### config.mk
export PLATFORM = sky130hd
export DESIGN_NAME = wgtg_sqrt
export DESIGN_NICKNAME = d
export VERILOG_FILES = /design/src/rtl/core/wgtg_sqrt.sv
export SDC_FILE = /design/constraint.sdc
export NUM_CORES = 1
export LEC_CHECK = 0
export ABC_AREA = 0
export BUFFER_PORTS_ARGS = -buffer_cell sky130_fd_sc_hd__buf_2
export CORE_ASPECT_RATIO = 1.5
export CORE_MARGIN = 4
export CORE_UTILIZATION = 45
export CTS_CLUSTER_SIZE = 14
export DETAILED_ROUTE_END_ITERATION = 6
export PLACE_DENSITY = 0.74
export SLEW_MARGIN = 15
export SYNTH_ARGS = -nofsm -noshare
export SYNTH_HDL_FRONTEND = slang
export SYNTH_SLANG_ARGS = --single-unit
### constraint.sdc
create_clock -name clk -period 2.3 [get_ports clk]
set_input_delay 0.46 -clock clk [delete_from_list [all_inputs] [get_ports clk]]
set_output_delay 0.46 -clock clk [all_outputs]
set_load 0.02 [all_outputs]
### src/rtl/core/wgtg_sqrt.sv
// bit-serial floor square root, two radicand bits per cycle
// no dependencies; widths fixed for a 34-bit radicand
`default_nettype none
module wgtg_sqrt (
  input  wire logic        clk,
  input  wire logic        rst_n,
  input  wire logic        start,
  input  wire logic [33:0] value,
  output logic             done,
  output logic [16:0]      root
);
  logic [33:0] v_r, v_nxt;
  logic [18:0] rem_r, rem_nxt;
  logic [16:0] q_r, q_nxt;
  logic [4:0] cnt_r, cnt_nxt;
  logic busy_r, busy_nxt;
  logic [18:0] trial;
  logic [18:0] shifted;

  always_comb begin
    shifted = {rem_r[16:0], v_r[33:32]};
    trial = {q_r, 2'b01};
    v_nxt = v_r; rem_nxt = rem_r; q_nxt = q_r; cnt_nxt = cnt_r; busy_nxt = busy_r;
    done = busy_r && (cnt_r == 5'd0);
    if (start) begin
      v_nxt = value; rem_nxt = '0; q_nxt = '0; cnt_nxt = 5'd17; busy_nxt = 1'b1;
    end else if (busy_r) begin
      if (cnt_r == 5'd0) begin
        busy_nxt = 1'b0;
      end else begin
        v_nxt = {v_r[31:0], 2'b00};
        if (shifted >= trial) begin
          rem_nxt = shifted - trial; q_nxt = {q_r[15:0], 1'b1};
        end else begin
          rem_nxt = shifted; q_nxt = {q_r[15:0], 1'b0};
        end
        cnt_nxt = cnt_r - 5'd1;
      end
    end
  end
  assign root = q_r;

  always_ff @(posedge clk) begin
    v_r <= v_nxt; rem_r <= rem_nxt; q_r <= q_nxt;
    if (!rst_n) begin
      busy_r <= 1'b0; cnt_r <= '0;
    end else begin
      busy_r <= busy_nxt;
      cnt_r <= cnt_nxt;
    end
  end
endmodule
`default_nettype wire

Word-level counts from Yosys, hierarchy flattened
Cells that the tools add are included.

Add/subtract/negate cells: 2. Order comparisons: 1. Equality and inequality tests: 1. Multiplexer cells: 11. Bitwise operators: 2. Reductions and logical operators: 6.

Operators with widths (number): $mux W34 (3); $ge A19 B19 Y1 (1); $mux W17 (1); $sub A17 B17 Y17 (1); $mux W5 (3); $logic_not A5 Y1 (1); $sub A5 B1 Y5 const B (1); $mux W1 (4); $reduce_and A2 Y1 (2); $ne A2 B2 Y1 const B (1); $not A1 Y1 (2); $reduce_bool A2 Y1 (1); $reduce_or A2 Y1 (1); $logic_and A1 B1 Y1 (1).

Flip-flop bits (word level): 74. Bits of input ports: 37. Output and inout port bits: 18. Word-level logic and storage cells: 29.

Logic depth before layout (Yosys ltp)
Gate-level depths: netlist (run 1).

Depth after elaboration: 4. Gate-level depth with buffers: 10. Mapped depth without buffers: 8.

Worst setup path before layout (run 1)
Ideal clock, no wire load.

Kind: reg-to-reg. Start: register q_r[6], in the netlist root[6]. End: register rem_r[7]. Arrival: 2161 ps. Path slack: 17 ps. Stages on the path, launching flop included: 10. Buffers on the path: 1. Path through: dfxtp_1 inv_1 ha_1 a211oi_1 o21ai_0 a21oi_1 a21o_1 buf_6 nand2_4 o311a_1.

Word-level cells in the longest chain between the ends: 2.

RTL lines: from (decl) (line 14) `logic [16:0] q_r, q_nxt;`; from (signal assigned) (line 44) `v_r <= v_nxt; rem_r <= rem_nxt; q_r <= q_nxt;`; $ge A19 B19 Y1 (line 32) `if (shifted >= trial) begin`; $mux W17 (line 32); to (signal assigned) (line 44); to (decl) (line 13) `logic [18:0] rem_r, rem_nxt;`.

No other way between the ends. A chain may end at the register's enable or synchronous reset.

Worst setup path after layout (run 1)
Start: register rem_r[6]. End: register rem_r[13].

Word-level cells in the longest chain between the ends: 2. Elaborated cells on any way between the ends: 3. Those cells by class: add/sub (1); order compare (1); mux (1).

RTL lines (line): $sub A17 B17 Y17 / $ge A19 B19 Y1 (equally long branches) (33, 32); $mux W17 * (32).

Every way passes the cells marked *; elsewhere a longest branch is shown, timed or not.

==> results of run 1 <==
cell type report:
cell class	count	area share (%)
Clock buffer	11	4.549
Clock inverter	5	0.9457
Inverter	26	1.756
Multi-Input combinational cell	304	42.11
Sequential cell	74	32.97
Tap cell	110	2.477
Timing Repair Buffer	123	15.20
flip-flops by register name (all words and copies together), names as in the netlist:
register	flops
root	17
cnt_r	5
busy_r	1
v_r	34
rem_r	17
per-stage QoR:
step	utilization, %	setup slack, ns	setup TNS (ns)
after floorplan	-	0.01703	0
after global placement	54.97	-0.01606	-0.01606
after detailed placement	54.97	-0.1031	-0.7360
after CTS	58.82	-0.001017	-0.001017
after global routing	62.20	-0.03749	-0.1089
final	62.20	0.04806	0
metal layers:
| layer | up-vias | wire length (um) | track usage, % |
|---|---|---|---|
| met3 | 49 | 625 | 5.425 |
| met2 | 164 | 5585 | 34.22 |
| met4 | 0 | 526 | 11.28 |
| met1 | 1800 | 4310 | 22.46 |
| met5 | - | 0 | 0 |
| li1 | 1781 | - | - |
power by group:
group          total [mW]  internal [mW]  switching (mW)
clock                1.43          0.892           0.535
sequential           1.65           1.55           0.103
combinational        3.53           1.70            1.84
total                6.61           4.14            2.47
cells by family (layout without fill, tap and decap cells):
| family | count (synthesis) | after routing | share of synthesized area [%] |
|---|---|---|---|
| simple gates | 129 | 129 | 15.67 |
| buf+inv | 50 | 165 | 5.094 |
| xor+xnor | 13 | 13 | 2.727 |
| fa+ha+maj | 21 | 21 | 6.293 |
| flops | 74 | 74 | 43.63 |
| mux | 33 | 33 | 8.870 |
| compound gates | 108 | 108 | 17.71 |
worst max path at each step:
stage / start / end / slack (ns)
4_1_cts: root[1] / rem_r[0] / -0.001
3_3_place_gp: root[4] / rem_r[5] / -0.02
3_5_place_dp: root[12] / rem_r[3] / -0.10
6_report: rem_r[6] / rem_r[13] / 0.05
2_1_floorplan: root[6] / rem_r[7] / 0.02
5_1_grt: root[4] / rem_r[10] / -0.04
what timing repair did:
action | CTS | global route
endpoints found under the hold margin | 0 | 0
buffers inserted | 2 | 14
resized for setup | 7 | 46
endpoints found under the setup margin | 15 | 18
pin swaps | 4 | 18
critical path, stage by stage, from the launching register on:
cell and delay (ns):
sky130_fd_sc_hd__dfxtp_1 0.43, sky130_fd_sc_hd__ha_4 0.25, sky130_fd_sc_hd__a211oi_2 0.28, sky130_fd_sc_hd__o21ai_1 0.15, sky130_fd_sc_hd__o22ai_1 0.35, sky130_fd_sc_hd__mux2i_1 0.35, sky130_fd_sc_hd__a221o_2 0.21, sky130_fd_sc_hd__o221ai_1 0.10
Yosys cell counts, drive strengths merged, types with 11 or more instances:
library cell / n
a21oi: 30
clkbuf: 14
dfxtp: 40
edfxtp: 34
ha: 21
inv: 26
mux2: 32
nand2: 44
nand2b: 11
nand3: 11
nor2: 22
o21ai: 22
==> impl_metrics.toml, run 1 <==
[status]
status = "complete, but fails checks"
violations = "design-rule violations"

[sta]
hold_slack_ns = 0.4005
maxSlewViolCount = 0
slew_headroom_pct = 75.37
period_needed_ns = 2.252
setup-violations-final = 0
final-hold-violation-count = 0
grt_setup_unrepaired = "yes"
period_share_pct = 97.91
achievable-frequency_mhz = 444.1
final.setup_skew_ns = 0.008699
tightest_slew_ns = 0.3695

[min_path]
hold-path-endpoint = "busy_r"
holdCritPathClass = "primary input to register"
worst_hold_startpoint = "rst_n"
worst_hold_path.num_cells = 2

[clock_tree]
tritoncts = "done"
post_cts_hold_fix_bufs = 0
cts_sinks = 74
cts-root-to-sink-buffers = 2
clock_pin_slew_worst_setup_and_hold_paths_ns = 0.06
clk_latency_ns = 0.34
cts_buffers = 9
cts_root_buffer_type = "sky130_fd_sc_hd__clkbuf_16"
cts_max_level = 3

[global_route]
first_global_vias = 3857
grt_use_total_pct = 20.20
grt_max_degree = 50
global_route_wire_length_before_repair_um = 17570
grt-ovfl-total = 0
antenna_found_initial = 0

[place]
routabilityCongestion = 0.8821
place.detailed.instances = 621
quantity_of_i_o_buffers_inserted_on_ports = 54
post-dp-hpwl_um = 7492
placement.cell_area_mm2 = 0.004911

[finish]
final_non_filler_cells = 653
final_layout_size_suffix_gt1_share_pct = 40.33
multiInputGateArea_mm2 = 0.002340
fillCellCount = 695
final_cell_mix = "sky130_fd_sc_hd__buf_4, sky130_fd_sc_hd__buf_2, sky130_fd_sc_hd__nand2_1, sky130_fd_sc_hd__edfxtp_1"
mostFrequentLayoutCell = "sky130_fd_sc_hd__buf_4"
final_net_count = 596
seq_area_mm2 = 0.001832
insertedDiodeCount = 0
layout-area-overhead-vs-synth_pct = 33.08
final_area_mm2 = 0.005557

[detailed_routing]
detail_route.wl_per_cell_um = 16.92
first_pass_iters = 7
route.detailed.drc = 12
drt-initial-drc-count = 378
routed_wirelength_um = 11050
vias = 3794
ant_nets_after_route = 0
vias_per_cell = 5.810

[pwr]
vdd_ir_drop_max_mv = 0.7976
power_mw = 6.613
power_density_mw_per_mm2 = 1190
power.leakage_nw = 2.202

[floorplan]
initial_core_util_pct = 46.74
boundaryPins = 55
floorplan.die.height_um = 126.0
die_area_mm2 = 0.01092
row_count = 42
placeableCoreArea_mm2 = 0.008934
die_w_um = 86.65

[flow_run]
max-cap-violations = 0

[synth]
synth_flop_cell = "sky130_fd_sc_hd__dfxtp_1"
synth_edf_count = 34
syn_area_per_cell_um2 = 9.755
synthesis.nets = 486
yosysUniqueCellTypes = 60
largest_cells_by_area_after_synthesis = "sky130_fd_sc_hd__edfxtp_1, sky130_fd_sc_hd__dfxtp_1, sky130_fd_sc_hd__mux2_2"
synthesis.instances = 428
netlist_area_mm2 = 0.004175
synth_area_leader_cell = "sky130_fd_sc_hd__edfxtp_1"
seq_area_frac_synth_pct = 43.63
yosys_warnings = 0
postSynth.asyncResetShare_pct = 0
postSynthRegisterBits = 74
netlist.area_leader.share_pct = 24.45

[critical_path]
timing.reg2reg.worst_path_depth = 7
timing_worst_setup_path_type = "register to register"
reg2reg_from = "rem_r[6]"
r2r_end = "rem_r[13]"
cp-start-kind = "register"
timing.critical_path.arrival_ns = 2.46
setup.worst_path.end_class = "register"
critPathRequiredTime_ns = 2.51
crit_path_max_fanout = 4
r2r_setup_slack_ns = 0.05
No activity file was read; power rests on OpenSTA's default activity.
==> run 2: changes to the inputs <==
CORE_ASPECT_RATIO = 0.8   (was 1.5)
SLEW_MARGIN = 0   (was 15)
==> impl_metrics.toml, run 2 (same netlist as run 1, synthesis figures left out) <==
[status]
status = "complete, but fails checks"
violations = "negative setup slack"

[min_path]
holdCritPathClass = "primary input to register"
worst_hold_startpoint = "rst_n"

[floorplan]
initial_core_util_pct = 46.20
placeableCoreArea_mm2 = 0.009037
floorplan.die.height_um = 94.16
row_count = 31
boundaryPins = 55
die_area_mm2 = 0.01089
die_w_um = 115.7

[detailed_routing]
first_pass_iters = 5
vias_per_cell = 5.602
detail_route.wl_per_cell_um = 15.91
routed_wirelength_um = 10180
drt-initial-drc-count = 323
ant_nets_after_route = 0
route.detailed.drc = 0
vias = 3585

[clock_tree]
cts_max_level = 3
clock_pin_slew_worst_setup_and_hold_paths_ns = 0.06
tritoncts = "done"
cts-root-to-sink-buffers = 2
cts_buffers = 9
cts_root_buffer_type = "sky130_fd_sc_hd__clkbuf_16"
clk_latency_ns = 0.33
cts_sinks = 74

[finish]
final_net_count = 578
insertedDiodeCount = 0
largest_reg_flops = 34
final_area_mm2 = 0.005283
final_layout_size_suffix_gt1_share_pct = 34.86
top_register = "v_r"
final_cell_mix = "sky130_fd_sc_hd__buf_2, sky130_fd_sc_hd__buf_4, sky130_fd_sc_hd__nand2_1, sky130_fd_sc_hd__dfxtp_1, sky130_fd_sc_hd__edfxtp_1"
mostFrequentLayoutCell = "sky130_fd_sc_hd__buf_2"
final_util_pct = 58.45
layout-area-overhead-vs-synth_pct = 26.52
final_non_filler_cells = 640

[sta]
timing.setup.tns_ns = -0.01224
setup-violations-final = 1
period_share_pct = 100.5
hold_slack_ns = 0.3899
slew_headroom_pct = 61.81
maxSlewViolCount = 0
final.setup_skew_ns = 0.008063
achievable-frequency_mhz = 432.5
final-hold-violation-count = 0
tightest_slew_ns = 0.5649
postLayoutSetupSlackWorst_ns = -0.01224
period_needed_ns = 2.312

[place]
quantity_of_i_o_buffers_inserted_on_ports = 54
routabilityCongestion = 0.9002
placement.cell_area_mm2 = 0.004840
pre_cts_slack_ns = -0.1719
place.detailed.instances = 618
post-dp-hpwl_um = 7123

[pwr]
power_density_mw_per_mm2 = 1140
power_mw = 6.020
power.leakage_nw = 2.069
vdd_ir_drop_max_mv = 0.7336

[global_route]
grt_use_total_pct = 18.28
grt-ovfl-total = 0
global_route_wire_length_before_repair_um = 15680
antenna_found_initial = 0
grt_max_degree = 35
first_global_vias = 3359

[critical_path]
timing_worst_setup_path_type = "register to register"
timing.critical_path.arrival_ns = 2.53
cp-start-kind = "register"
setup.worst_path.end_class = "register"
crit_path_max_fanout = 15
crit_path_start = "root[5]"
reg2reg_from = "root[5]"
critPathRequiredTime_ns = 2.52

[flow_run]
max-cap-violations = 0
[run 2: changes by cell type in the layout (fill, tap and decap cells not counted), sizes merged]
| cell | delta |
|---|---|
| buf | -18 |
| clkbuf | -1 |
| clkinvlp | +1 |
[run 2: report_power, final]
group	switching (mW)	internal (mW)	total (mW)
sequential	0.0885	1.54	1.63
combinational	1.68	1.32	3.00
clock	0.548	0.841	1.39
total	2.32	3.70	6.02
[run 2: final timing paths]
check / to / slack (ns) / cells after the start
worst min-delay path: cnt_r[4] / 0.39 / 2
worst max register to register: rem_r[5] / -0.01 / 9
worst max-delay path: rem_r[5] / -0.01 / 9
worst min register to register: root[16] / 0.49 / 2
[run 2: per-layer routing]
layer / wire (um) / vias up / track usage [%]
li1: - / 1749 / -
met1: 4558 / 1695 / 24.81
met2: 4602 / 122 / 28.23
met3: 843 / 19 / 5.087
met4: 179 / 0 / 5.894
met5: 0 / - / 0
[run 2: worst max-delay path, cell delays in order, from the launching register on]
cell                        delay [ns]
sky130_fd_sc_hd__dfxtp_1          0.32
sky130_fd_sc_hd__inv_1            0.04
sky130_fd_sc_hd__ha_1             0.39
sky130_fd_sc_hd__nand4_1          0.25
sky130_fd_sc_hd__nor3_2           0.31
sky130_fd_sc_hd__a21oi_2          0.10
sky130_fd_sc_hd__o21ai_2          0.18
sky130_fd_sc_hd__buf_12           0.18
sky130_fd_sc_hd__nor4_2           0.05
sky130_fd_sc_hd__a2111oi_2        0.36
[run 2: layout make-up]
cell class	instances	area, um2
clock inverters	6	67.56
inverters	26	97.59
flip-flops and latches	74	1822
clock buffers	10	229.0
fillers	804	3755
well taps	115	143.9
multi-input cells	304	2243
repair buffers	105	679.4
[run 2: repair_timing]
item	in CTS	in global routing
setup endpoints to repair	18	18
hold buffers	0	0
gates cloned	0	1
pin swaps	1	3
buffers inserted	0	5
gates resized for setup	6	17
